<file path="src/ctlz_ram.sv">
// ----------------------------------------------------------------------------
// ctlz_ram: generic single write, single read memory
// One write port and one read port, read data registered on a read enable.
// ----------------------------------------------------------------------------
module ctlz_ram #(
  parameter int unsigned WIDTH = 16,
  parameter int unsigned DEPTH = 256
) (
  input  logic                     clk,
  input  logic                     we,
  input  logic [$clog2(DEPTH)-1:0] waddr,
  input  logic [WIDTH-1:0]         wdata,
  input  logic                     re,
  input  logic [$clog2(DEPTH)-1:0] raddr,
  output logic [WIDTH-1:0]         rdata
);

  logic [WIDTH-1:0] mem [DEPTH];

  // Write, and register read data only when asked so it holds otherwise
  always_ff @(posedge clk) begin
    if (we) begin
      mem[waddr] <= wdata;
    end
    if (re) begin
      rdata <= mem[raddr];
    end
  end

endmodule

</file>
<file path="config.mk">
export PLATFORM = sky130hd
export DESIGN_NAME = ctlz_ram
export DESIGN_NICKNAME = d
export VERILOG_FILES = /design/src/ctlz_ram.sv
export SDC_FILE = /design/constraint.sdc
export NUM_CORES = 2
export LEC_CHECK = 0
export BUFFER_PORTS_ARGS = -buffer_cell sky130_fd_sc_hd__buf_2
export CAP_MARGIN = 25
export CORE_MARGIN = 2
export CORE_UTILIZATION = 60
export CTS_CLUSTER_SIZE = 14
export DETAILED_ROUTE_END_ITERATION = 12
export PLACE_DENSITY = 0.76
export SKIP_CTS_REPAIR_TIMING = 1
export SLEW_MARGIN = 20
export SYNTH_ARGS = -nofsm -noshare
export SYNTH_HDL_FRONTEND = slang
export SYNTH_SLANG_ARGS = --single-unit
</file>
<file path="constraint.sdc">
create_clock -name clk -period 3.2 [get_ports clk]
set_input_delay 0.16 -clock clk [delete_from_list [all_inputs] [get_ports clk]]
set_output_delay 0.16 -clock clk [all_outputs]
set_load 0.1 [all_outputs]
</file>
==> impl_metrics.ini <==
[power_and_ir_drop]
p_comb_share_pct = 5.5
ir_drop_mv = 0.5734
internal_power_mw = 86.97
p_leak_nw = 58.37
netSwitchingPower_mw = 24.07
clock_power_share_pct = 40.9
seq_power_share_pct = 53.6
power_density_nw_per_um2 = 613.8
total_power_mw = 111.0
sw_frac_of_total_pct = 21.68

[final_layout]
nets = 8199
area_growth_pct = 13.87
layout-drive-gt1-share_pct = 27.14
fin_area_sq_um = 180900
final_cells = 12010
num-fill-cells = 15440

[sta]
worst-slew-pin-transition_ps = 1207
fmax_mhz = 316.3
min_period_ps = 3161
finClkSkew_ps = 49.00
max_slew_margin_pct = 18.89
post-route-period-util_pct = 98.78
setup_viol = 0
slew_viol_final = 0
rsz0062_at_grt = false
hold_viol = 0

[grt]
grt_pass1_vias = 82450
antenna_found_initial = 18
overflow = 0
track_usage_pct = 31.47
grt_pass1_wl_um = 604800
grt_max_degree = 129

[synthesis]
ys_seq_area_share_pct = 77.72
synth-simple-area-share_pct = 1.573
synth_fp_nets = 7395
ys_top_cells_by_count = edfxtp_1 (4112), mux4_2 (797), mux2i_1 (565)
synthMuxAreaShare_pct = 15.48
synth_fa_ha_area_share_pct = 0
synthXorXnorAreaFrac_pct = 0
synth_largest_area_cell = edfxtp_1
synth_compound_gate_area_share_pct = 3.534
yosys.area.top_type_share_pct = 77.72
syn_area_sq_um = 158900
async_reset_ff_share_pct = 0
synth-edff-count = 4112
yosys_warnings = 0
avgSynthCellArea_sq_um = 21.59
synth_top_family_by_area = multiplexers
synthTopCellsByArea = edfxtp_1 (78%), mux4_2 (11%), mux2i_1 (3.6%)
yosysUniqueCellTypes = 51
syn_inst = 7360
ys_ff_latch = 4112
synth_ff_type = edfxtp_1
yosysMostFrequentCell = edfxtp_1

[flow_run]
cap_violations = 0

[route]
drt_pass1_iterations = 9
antenna_left = 0
via_count = 83280
drtIter0Drc = 14250
totalWireLength_um = 425700
wl_per_cell_um = 35.45
drc = 0
viasPerCell = 6.934

[clock_tree]
numCtsBuffers = 396
clk_pin_slew_ps = 60
clock_path_buffers = 4
clock_latency_ps = 970
cts_root_buf = clkbuf_16
cts_sinks = 4112
h-tree-depth = 5
cts_tree = done

[worst_setup_path]
critPathRequiredTime_ps = 3890
start_kind = flip-flop
crit_type = flip-flop to flip-flop
crit_arrival_ps = 3850
critPathMaxFanout = 1
rr_worst_depth = 7
critPathCaptureType = flip-flop

[place]
place_congestion = 0.9732
io_buffers = 50
placedCellCount = 11260
dp_hpwl_um = 253200
placed_area_sq_um = 168200

[floorplan]
placementRows = 188
initial_utilization_pct = 60.41
core_area_sq_um = 263000
die_w_um = 518.6
ios = 51
chipHeight_um = 518.6
dieArea_sq_um = 268900

[hold_path]
hold_class = input pin to flip-flop
whs_path_depth = 4

[run_status]
status = finished clean
-- through the flow --
stage	worst slack [ps]	hold WS, ps	utilization (%)	TNS (ps)
2_1_floorplan	791.1	258.9	-	0
3_3_place_gp	-454.5	620.6	63.96	-1264
3_5_place_dp	-447.8	638.2	63.96	-1522
4_1_cts	138.8	-374.8	68.70	0
5_1_grt	135.9	60.35	68.78	0
6_report	38.90	24.60	68.79	0
-- logic make-up after synthesis --
family          Yosys count
compound gates          786
buf+inv                 456
flops                  4112
mux                    1450
simple gates            556
-- layout make-up --
cell class,instances,area [sq um],share of cell area (%)
Clock buffer,485,10290,5.686
Multi-Input combinational cell,2792,32810,18.14
Inverter,4,27.53,0.01522
Antenna cell,15,37.54,0.02075
Timing Repair Buffer,858,7685,4.248
Clock inverter,228,2188,1.210
Sequential cell,4112,123500,68.25
Tap cell,3515,4398,2.431
-- worst max-delay path, cell delays in order (launching register included) --
cell and delay (ps):
edfxtp_1 370, mux4_2 490, mux2_2 290, a22oi_1 390
nand2_1 250, o32ai_1 830, buf_4 230, nor4_1 40
-- state kept, by name (all words and copies together), names as in the netlist --
name   cells
mem     4096
rdata     16
-- worst paths after layout --
check                                  from            to  slack (ps)
worst max-delay path              mem[8][0]      rdata[0]          40
worst max register to register    mem[8][0]      rdata[0]          40
worst min register to register  mem[200][0]      rdata[0]        1180
worst min-delay path               waddr[2]  mem[205][13]          20
-- layout by cell type (no fill, tap or decap), drive strengths merged, types with 3 or more instances in the layout --
cell type	Yosys	layout
edfxtp	4112	4112
inv	4	15
dlygate4sd3	0	19
diode	0	15
clkbuf	230	486
o21ai	38	38
nor3	92	92
mux2i	565	565
nor2	304	304
nand4	26	26
mux2	88	88
buf	222	838
nand3	35	35
nor2b	9	9
clkinvlp	0	11
mux4	797	797
a22o	32	32
o22ai	148	148
o32ai	21	21
bufinv	0	31
clkinv	0	175
o31ai	16	16
nand2	38	38
a2111oi	6	6
and3	11	11
nor4	18	18
nand2b	3	3
o221ai	253	253
a31oi	6	6
a221oi	28	28
or2	5	5
a211oi	18	18
a21oi	175	175
nand4b	3	3
a22oi	43	43
-- power groups by stage --
stage | Clock (mW) | Combinational (mW) | Sequential (mW)
6_report | 45.4 | 6.16 | 59.5
5_1_grt | 47.6 | 6.32 | 59.4
4_1_cts | 45.7 | 6.02 | 59.5
3_5_place_dp | 0 | 5.95 | 60.6
3_3_place_gp | 0 | 5.81 | 60.6
2_1_floorplan | 0 | 2.93 | 60.8
-- per-layer routing --
layer	vias to the layer above	GRT usage (%)	part of all wire [%]
met1	43260	43.36	35
li1	32900	-	-
met5	-	0.2489	0.026
met4	6	13.72	5.1
met2	6121	48.70	47
met3	984	7.545	13
Note: power is estimated with default switching activity, not from simulation.
