## config.mk

```make
export PLATFORM = sky130hd
export DESIGN_NAME = ctlz_seq
export DESIGN_NICKNAME = d
export VERILOG_FILES = /design/src/ctlz_pkg.sv /design/src/ctlz_seq.sv
export SDC_FILE = /design/constraint.sdc
export NUM_CORES = 1
export LEC_CHECK = 0
export ABC_AREA = 0
export BUFFER_PORTS_ARGS = -buffer_cell sky130_fd_sc_hd__clkbuf_2
export CORE_MARGIN = 4
export CORE_UTILIZATION = 30
export CTS_BUF_LIST = sky130_fd_sc_hd__clkbuf_16
export DETAILED_ROUTE_END_ITERATION = 6
export GPL_TIMING_DRIVEN = 0
export PLACE_DENSITY = 0.48
export SYNTH_ARGS = -nofsm -noshare
export SYNTH_HDL_FRONTEND = slang
export SYNTH_SLANG_ARGS = --single-unit
```

## constraint.sdc

```tcl
create_clock -name clk -period 3.2 [get_ports clk]
set_clock_uncertainty 0.1 [all_clocks]
set_input_delay 0.16 -clock clk [delete_from_list [all_inputs] [get_ports clk]]
set_output_delay 0.16 -clock clk [all_outputs]
set_load 0.05 [all_outputs]
```

## src/ctlz_pkg.sv

```systemverilog
// ----------------------------------------------------------------------------
// ctlz_pkg: shared types and codes for the case table LZ decoder
// Operation codes, sequencer states, the memory request bundle and the
// lookup result bundle passed between the sequencer and the top level.
// ----------------------------------------------------------------------------
package ctlz_pkg;

  // Operation codes carried on the operation port
  localparam logic OP_LOAD   = 1'b0;
  localparam logic OP_LOOKUP = 1'b1;

  // Width of a table word and of a table index on the ports
  localparam int unsigned WORD_W = 16;

  typedef enum logic [1:0] {
    ST_IDLE,
    ST_COPY_RD,
    ST_COPY_WR,
    ST_LOOK
  } ctlz_state_t;

  // One write port and one read port of the table memory
  typedef struct packed {
    logic              we;
    logic [WORD_W-1:0] waddr;
    logic [WORD_W-1:0] wdata;
    logic              re;
    logic [WORD_W-1:0] raddr;
  } ctlz_mem_t;

  // Lookup result handed to the output register
  typedef struct packed {
    logic              load;
    logic [WORD_W-1:0] value;
    logic              written;
    logic              err;
  } ctlz_res_t;

endpackage

```

## src/ctlz_seq.sv

```systemverilog
// ----------------------------------------------------------------------------
// ctlz_seq: load and lookup sequencer
// Walks literal, copy and lookup operations one table word at a time,
// keeping the fill position and the sticky error flag.
// ----------------------------------------------------------------------------
module ctlz_seq #(
  parameter int unsigned TABLE_ENTRIES = 65536
) (
  input  logic                        clk,
  input  logic                        rst,
  input  logic                        in_valid,
  output logic                        in_ready,
  input  logic                        op,
  input  logic [15:0]                 run_length,
  input  logic [15:0]                 source_position,
  input  logic [15:0]                 code_unit,
  output ctlz_pkg::ctlz_mem_t         mem,
  input  logic [15:0]                 rdata,
  input  logic                        out_free,
  output ctlz_pkg::ctlz_res_t         res
);
  import ctlz_pkg::*;

  localparam int unsigned FW = $clog2(TABLE_ENTRIES) + 1;
  localparam logic [FW-1:0] FILL_MAX = FW'(TABLE_ENTRIES);

  ctlz_state_t       state, state_next;
  logic [15:0]       cnt, cnt_next;
  logic [15:0]       src, src_next;
  logic              hit, hit_next;
  logic [FW-1:0]     fill, fill_next;
  logic              err, err_next;
  logic              full;
  logic              src_ok;

  // Compares against the fill position; full is shared by literals and copies
  assign full   = (fill >= FILL_MAX);
  assign src_ok = ({1'b0, src} < 17'(fill));

  // Hold state, counters and flags
  always_ff @(posedge clk) begin
    if (rst) begin
      state <= ST_IDLE;
      fill  <= '0;
      err   <= 1'b0;
    end else begin
      state <= state_next;
      fill  <= fill_next;
      err   <= err_next;
    end
    cnt <= cnt_next;
    src <= src_next;
    hit <= hit_next;
  end

  // Next state, memory requests and result
  always_comb begin
    state_next = state;
    cnt_next   = cnt;
    src_next   = src;
    hit_next   = hit;
    fill_next  = fill;
    err_next   = err;
    mem        = '0;
    res        = '0;
    in_ready   = (state == ST_IDLE);

    case (state)
      ST_IDLE: begin
        if (in_valid) begin
          if (op == OP_LOOKUP) begin
            mem.re     = 1'b1;
            mem.raddr  = code_unit;
            src_next   = code_unit;
            hit_next   = ({1'b0, code_unit} < 17'(fill));
            state_next = ST_LOOK;
          end else if (run_length == '0) begin
            // Literal: store the value or flag an overflow
            if (full) begin
              err_next = 1'b1;
            end else begin
              mem.we    = 1'b1;
              mem.waddr = 16'(fill);
              mem.wdata = source_position;
              fill_next = fill + 1'b1;
            end
          end else begin
            cnt_next   = run_length;
            src_next   = source_position;
            state_next = ST_COPY_RD;
          end
        end
      end

      ST_COPY_RD: begin
        if (full) begin
          // Drop the rest of the copy
          err_next   = 1'b1;
          state_next = ST_IDLE;
        end else if (src_ok) begin
          mem.re     = 1'b1;
          mem.raddr  = src;
          state_next = ST_COPY_WR;
        end else begin
          // Unwritten source: store zero and flag it
          mem.we     = 1'b1;
          mem.waddr  = 16'(fill);
          mem.wdata  = '0;
          err_next   = 1'b1;
          fill_next  = fill + 1'b1;
          src_next   = src + 1'b1;
          cnt_next   = cnt - 1'b1;
          state_next = (cnt == 16'd1) ? ST_IDLE : ST_COPY_RD;
        end
      end

      ST_COPY_WR: begin
        mem.we     = 1'b1;
        mem.waddr  = 16'(fill);
        mem.wdata  = rdata;
        fill_next  = fill + 1'b1;
        src_next   = src + 1'b1;
        cnt_next   = cnt - 1'b1;
        state_next = (cnt == 16'd1) ? ST_IDLE : ST_COPY_RD;
      end

      ST_LOOK: begin
        // Wait for the output register, then apply the delta on read
        if (out_free) begin
          res.load    = 1'b1;
          res.value   = hit ? (rdata + src) : '0;
          res.written = hit;
          res.err     = err;
          state_next  = ST_IDLE;
        end
      end

      default: begin
        state_next = ST_IDLE;
      end
    endcase
  end

endmodule

```

==> reports/summary.md <==
Hold timing on the final database bottoms out at a slack of 0.06866 ns. The number of max-cap violations is 0. Yosys printed 0 warnings. The cell-internal power was 2.633 mW.

The die covers 0.01951 mm². The type of the tightest min-delay check is primary input to flop. The final count of negative-setup-slack endpoints was 0; the peak clock frequency supported by timing was 0.3203 GHz.

For the worst setup path, the data arrival time is 2.86 ns. Averaged over all synthesized cells, the footprint is 8.378 µm². The growth of design area from synthesis to finish is 29.10%. Counting every net in the synthesized netlist gives 746. Start-to-end type of the worst setup path: flop to output port. The tree built by TritonCTS fans out to 53 sinks.

The total wirelength of the detailed-routed design was 18880 µm; the total power after layout was 5.095 mW. In this run the standard cell core region covers 0.01676 mm². The final instance area came out at 0.006716 mm². The per-cell via count in the routed design was 5.331. The tools report the kind of end point of the critical path as an output port.

Summing every instance area after synthesis gives 0.005202 mm². The final layout net count was 916; the number of I/O port buffers was 138. The share of total power dissipated in sequential elements is 25.5%. The root buffer cell chosen for the clock tree is clkbuf_16.

Counting distinct cell types in the post-synthesis netlist gives 58. After layout, the worst path uses 97.56% of the clock period. The most used flip-flop cell after synthesis is edfxtp_1.

Headroom to the max-slew limit came out at 52.46%. The number of flops mapped to enable cells by yosys came out at 33. The filler cells instantiated in the layout total 1750. Power per standard cell area: 758.6 mW/mm². Of the synthesized area, sequential elements account for 26.74%. For this design the total switching power over the nets is 2.461 mW. Detailed routing inserted a total of 5395 vias.

The top cell types in the final layout, fill and taps aside, are clkbuf_2, nor2_1, ha_1. The post-route netlist has 26.39% of its cells at a drive strength greater than 1. The number of design rule violations left after detail routing is 0, and the antenna cell count is 0. The run finished with clean final reports. The run gives 5 as the total iterations of the first detailed-routing run. TritonCTS built the clock tree.

The run gives 2.849 nW as the leakage power total. Counting along the longest clock path gives a buffer depth of 2. For this run, the share of the core covered by cells in the final layout is 40.07%. Sequential standard cell area: 0.001396 mm². The critical path data required time came out at 2.94 ns.

The tools report the number of antenna violations at the first check in global routing as 1. Leaving out fill and tap cells, the most frequent cell in the layout is clkbuf_2. The logs give 5420 for the via count of the first global-routing pass and 47 for the row count. The routed wire length per instance works out to 18.65 µm. Clock transition at the register clock pins on the worst setup and hold paths after CTS: 0.08 ns.

The part of the total power dissipated in combinational logic is 62.3%, and the synthesis-stage register bit count is 53. For the total congestion overflow, the log shows 0. For the pin with the worst max-slew slack, the measured transition is 0.7131 ns. The final antenna-violating net count was 0; the largest fanout on the critical path was 7.

Least setup slack across all paths after layout: 0.07805 ns. The synthesized instance count is 621, and the final-report max-slew violation count is 0. Clock latency on the worst-skew pair, taken at its later pin, is 0.31 ns. In this run, the clock network consumes 12.1% of the power.

The logs give 18.83% for the global routing usage summed across all routing layers and 2 for the H-tree depth. The hold-fix buffer count after cts came out at 0. For this run, asynchronously set or reset flops after synthesis account for 0%. The tools report the area of combinational cells with multiple inputs as 0.003641 mm². The floorplan die height is 139.7 µm. The switching power share of the total was 48.31%. For the HPWL reported at the end of detailed placement, the log shows 14880 µm.

For this configuration, the core starts out at a cell density of 31.04%. OpenSTA, run right after detailed placement, puts the worst setup slack at -0.1594 ns. The first global-routing pass estimated 29480 µm of wire.

The largest voltage drop on the vdd net is 0.0003193 V. Once placement finished, the instance area stood at 0.006202 mm². Entering global routing, the biggest net connects 18 pins.

The worst path in the final design needs a cycle of 3.122 ns, including I/O delays and setup. The floorplan die width was 139.7 µm; the routability congestion estimate from global placement was 0.8845. STA classifies the critical path startpoint as a flop.

After the first detailed-routing iteration, the DRC count stood at 215. The tools report the number of clock buffers inserted by TritonCTS as 5. During I/O placement, the number of pins put on the boundary was 139. Number of endpoints with negative hold slack in the final report: 0.
## worst max-delay path, cell delays in order (launching register included)
cell and delay (ns):
edfxtp_1 0.43, ha_1 0.24, or3_1 0.37, a211o_1 0.28, a32o_2 0.32, o21ai_4 0.16, a21oi_2 0.07, buf_4 0.18
buf_6 0.13, and2_1 0.16, clkbuf_4 0.21
## metrics by stage
step / setup TNS, ns / std cells
finish: 0 / 1012
detailed placement: -1.805 / 981
global placement: -39.41 / 979
CTS: 0 / 1010
floorplan: -8.178 / 621
global route: -0.03330 / 1012
## timing repair
action                                  in CTS  in global routing
setup buffers                               21                  3
gates resized for setup                     45                 35
cloned                                       0                  0
pin swaps                                    6                  6
endpoints found under the setup margin      47                 47
## logic make-up (layout without fill, tap and decap cells)
group / Yosys count / after routing / synth area share, %
AND/OR/NAND/NOR: 222 / 222 / 22.15
AO/OA/AOI/OAI: 180 / 180 / 23.55
adder cells (fa/ha/maj): 56 / 56 / 13.61
buffers and inverters: 56 / 227 / 4.497
flip-flops: 53 / 53 / 26.74
XOR/XNOR: 39 / 39 / 6.566
multiplexers: 15 / 15 / 2.886
## power groups by stage
stage          sequential [mW]  combinational (mW)  clock [mW]
4_1_cts                   1.30                3.09       0.636
5_1_grt                   1.34                3.49       0.661
6_report                  1.30                3.18       0.619
2_1_floorplan             1.33                2.02           0
3_5_place_dp              1.49                2.66           0
3_3_place_gp              1.48                2.59           0
## flip-flops by register name, indices dropped and copies added (netlist names)
name   count
src       16
fill      17
cnt       16
err        1
state      2
hit        1
## synthesized netlist by cell type, drive strengths merged, types with 2 or more instances
library cell	count	share of area [%]
a31oi	6	0.72
xor2	14	2.4
and3	6	0.72
o31ai	2	0.29
and2	21	2.5
nand2	35	2.6
a211o	3	0.51
buf	9	1.1
edfxtp	33	19
inv	30	2.2
and4	4	0.67
nor2	69	5.0
o21ba	2	0.38
nand4	8	1.1
nor3	18	1.7
clkbuf	17	1.2
nor2b	6	0.72
o21a	7	1.0
o2111ai	4	0.67
o21ai	30	2.9
ha	55	13
a311oi	5	1.2
a211oi	11	1.6
mux2i	15	2.9
nand3	25	2.4
o31a	3	0.51
or3	5	0.60
a21o	16	2.3
a22oi	16	2.3
a22o	16	2.7
xnor2	25	4.2
nor4	12	2.1
nand2b	9	1.1
dfxtp	20	7.7
a21oi	51	5.0
## cell type report
type / count / share of cell area, %
buffer: 25 / 1.937
sequential: 53 / 20.79
timing repair buffer: 164 / 14.87
clock inverter: 2 / 0.1863
tap: 220 / 4.098
multi-input combinational: 512 / 54.21
clock buffer: 6 / 2.235
inverter: 30 / 1.677
## per-layer routing
layer / up-vias / share of wire, % / global-route usage [%]
met3: 27 / 6.7 / 4.528
met4: 2 / 1.8 / 4.640
met1: 2550 / 45 / 25.01
met2: 171 / 46 / 30.89
met5: - / 0.069 / 0
li1: 2645 / - / -
## path summary, 6_finish.rpt
| kind | start | to | slack, ns | cells after the start |
|---|---|---|---|---|
| setup / recovery | src[3] | mem[33] | 0.08 | 10 |
| hold / removal | rst | state[0] | 0.07 | 4 |
| setup reg to reg | src[12] | src[7] | 0.19 | 7 |
| hold reg to reg | err | err | 0.35 | 2 |
Power figures use the tool's default switching activity.
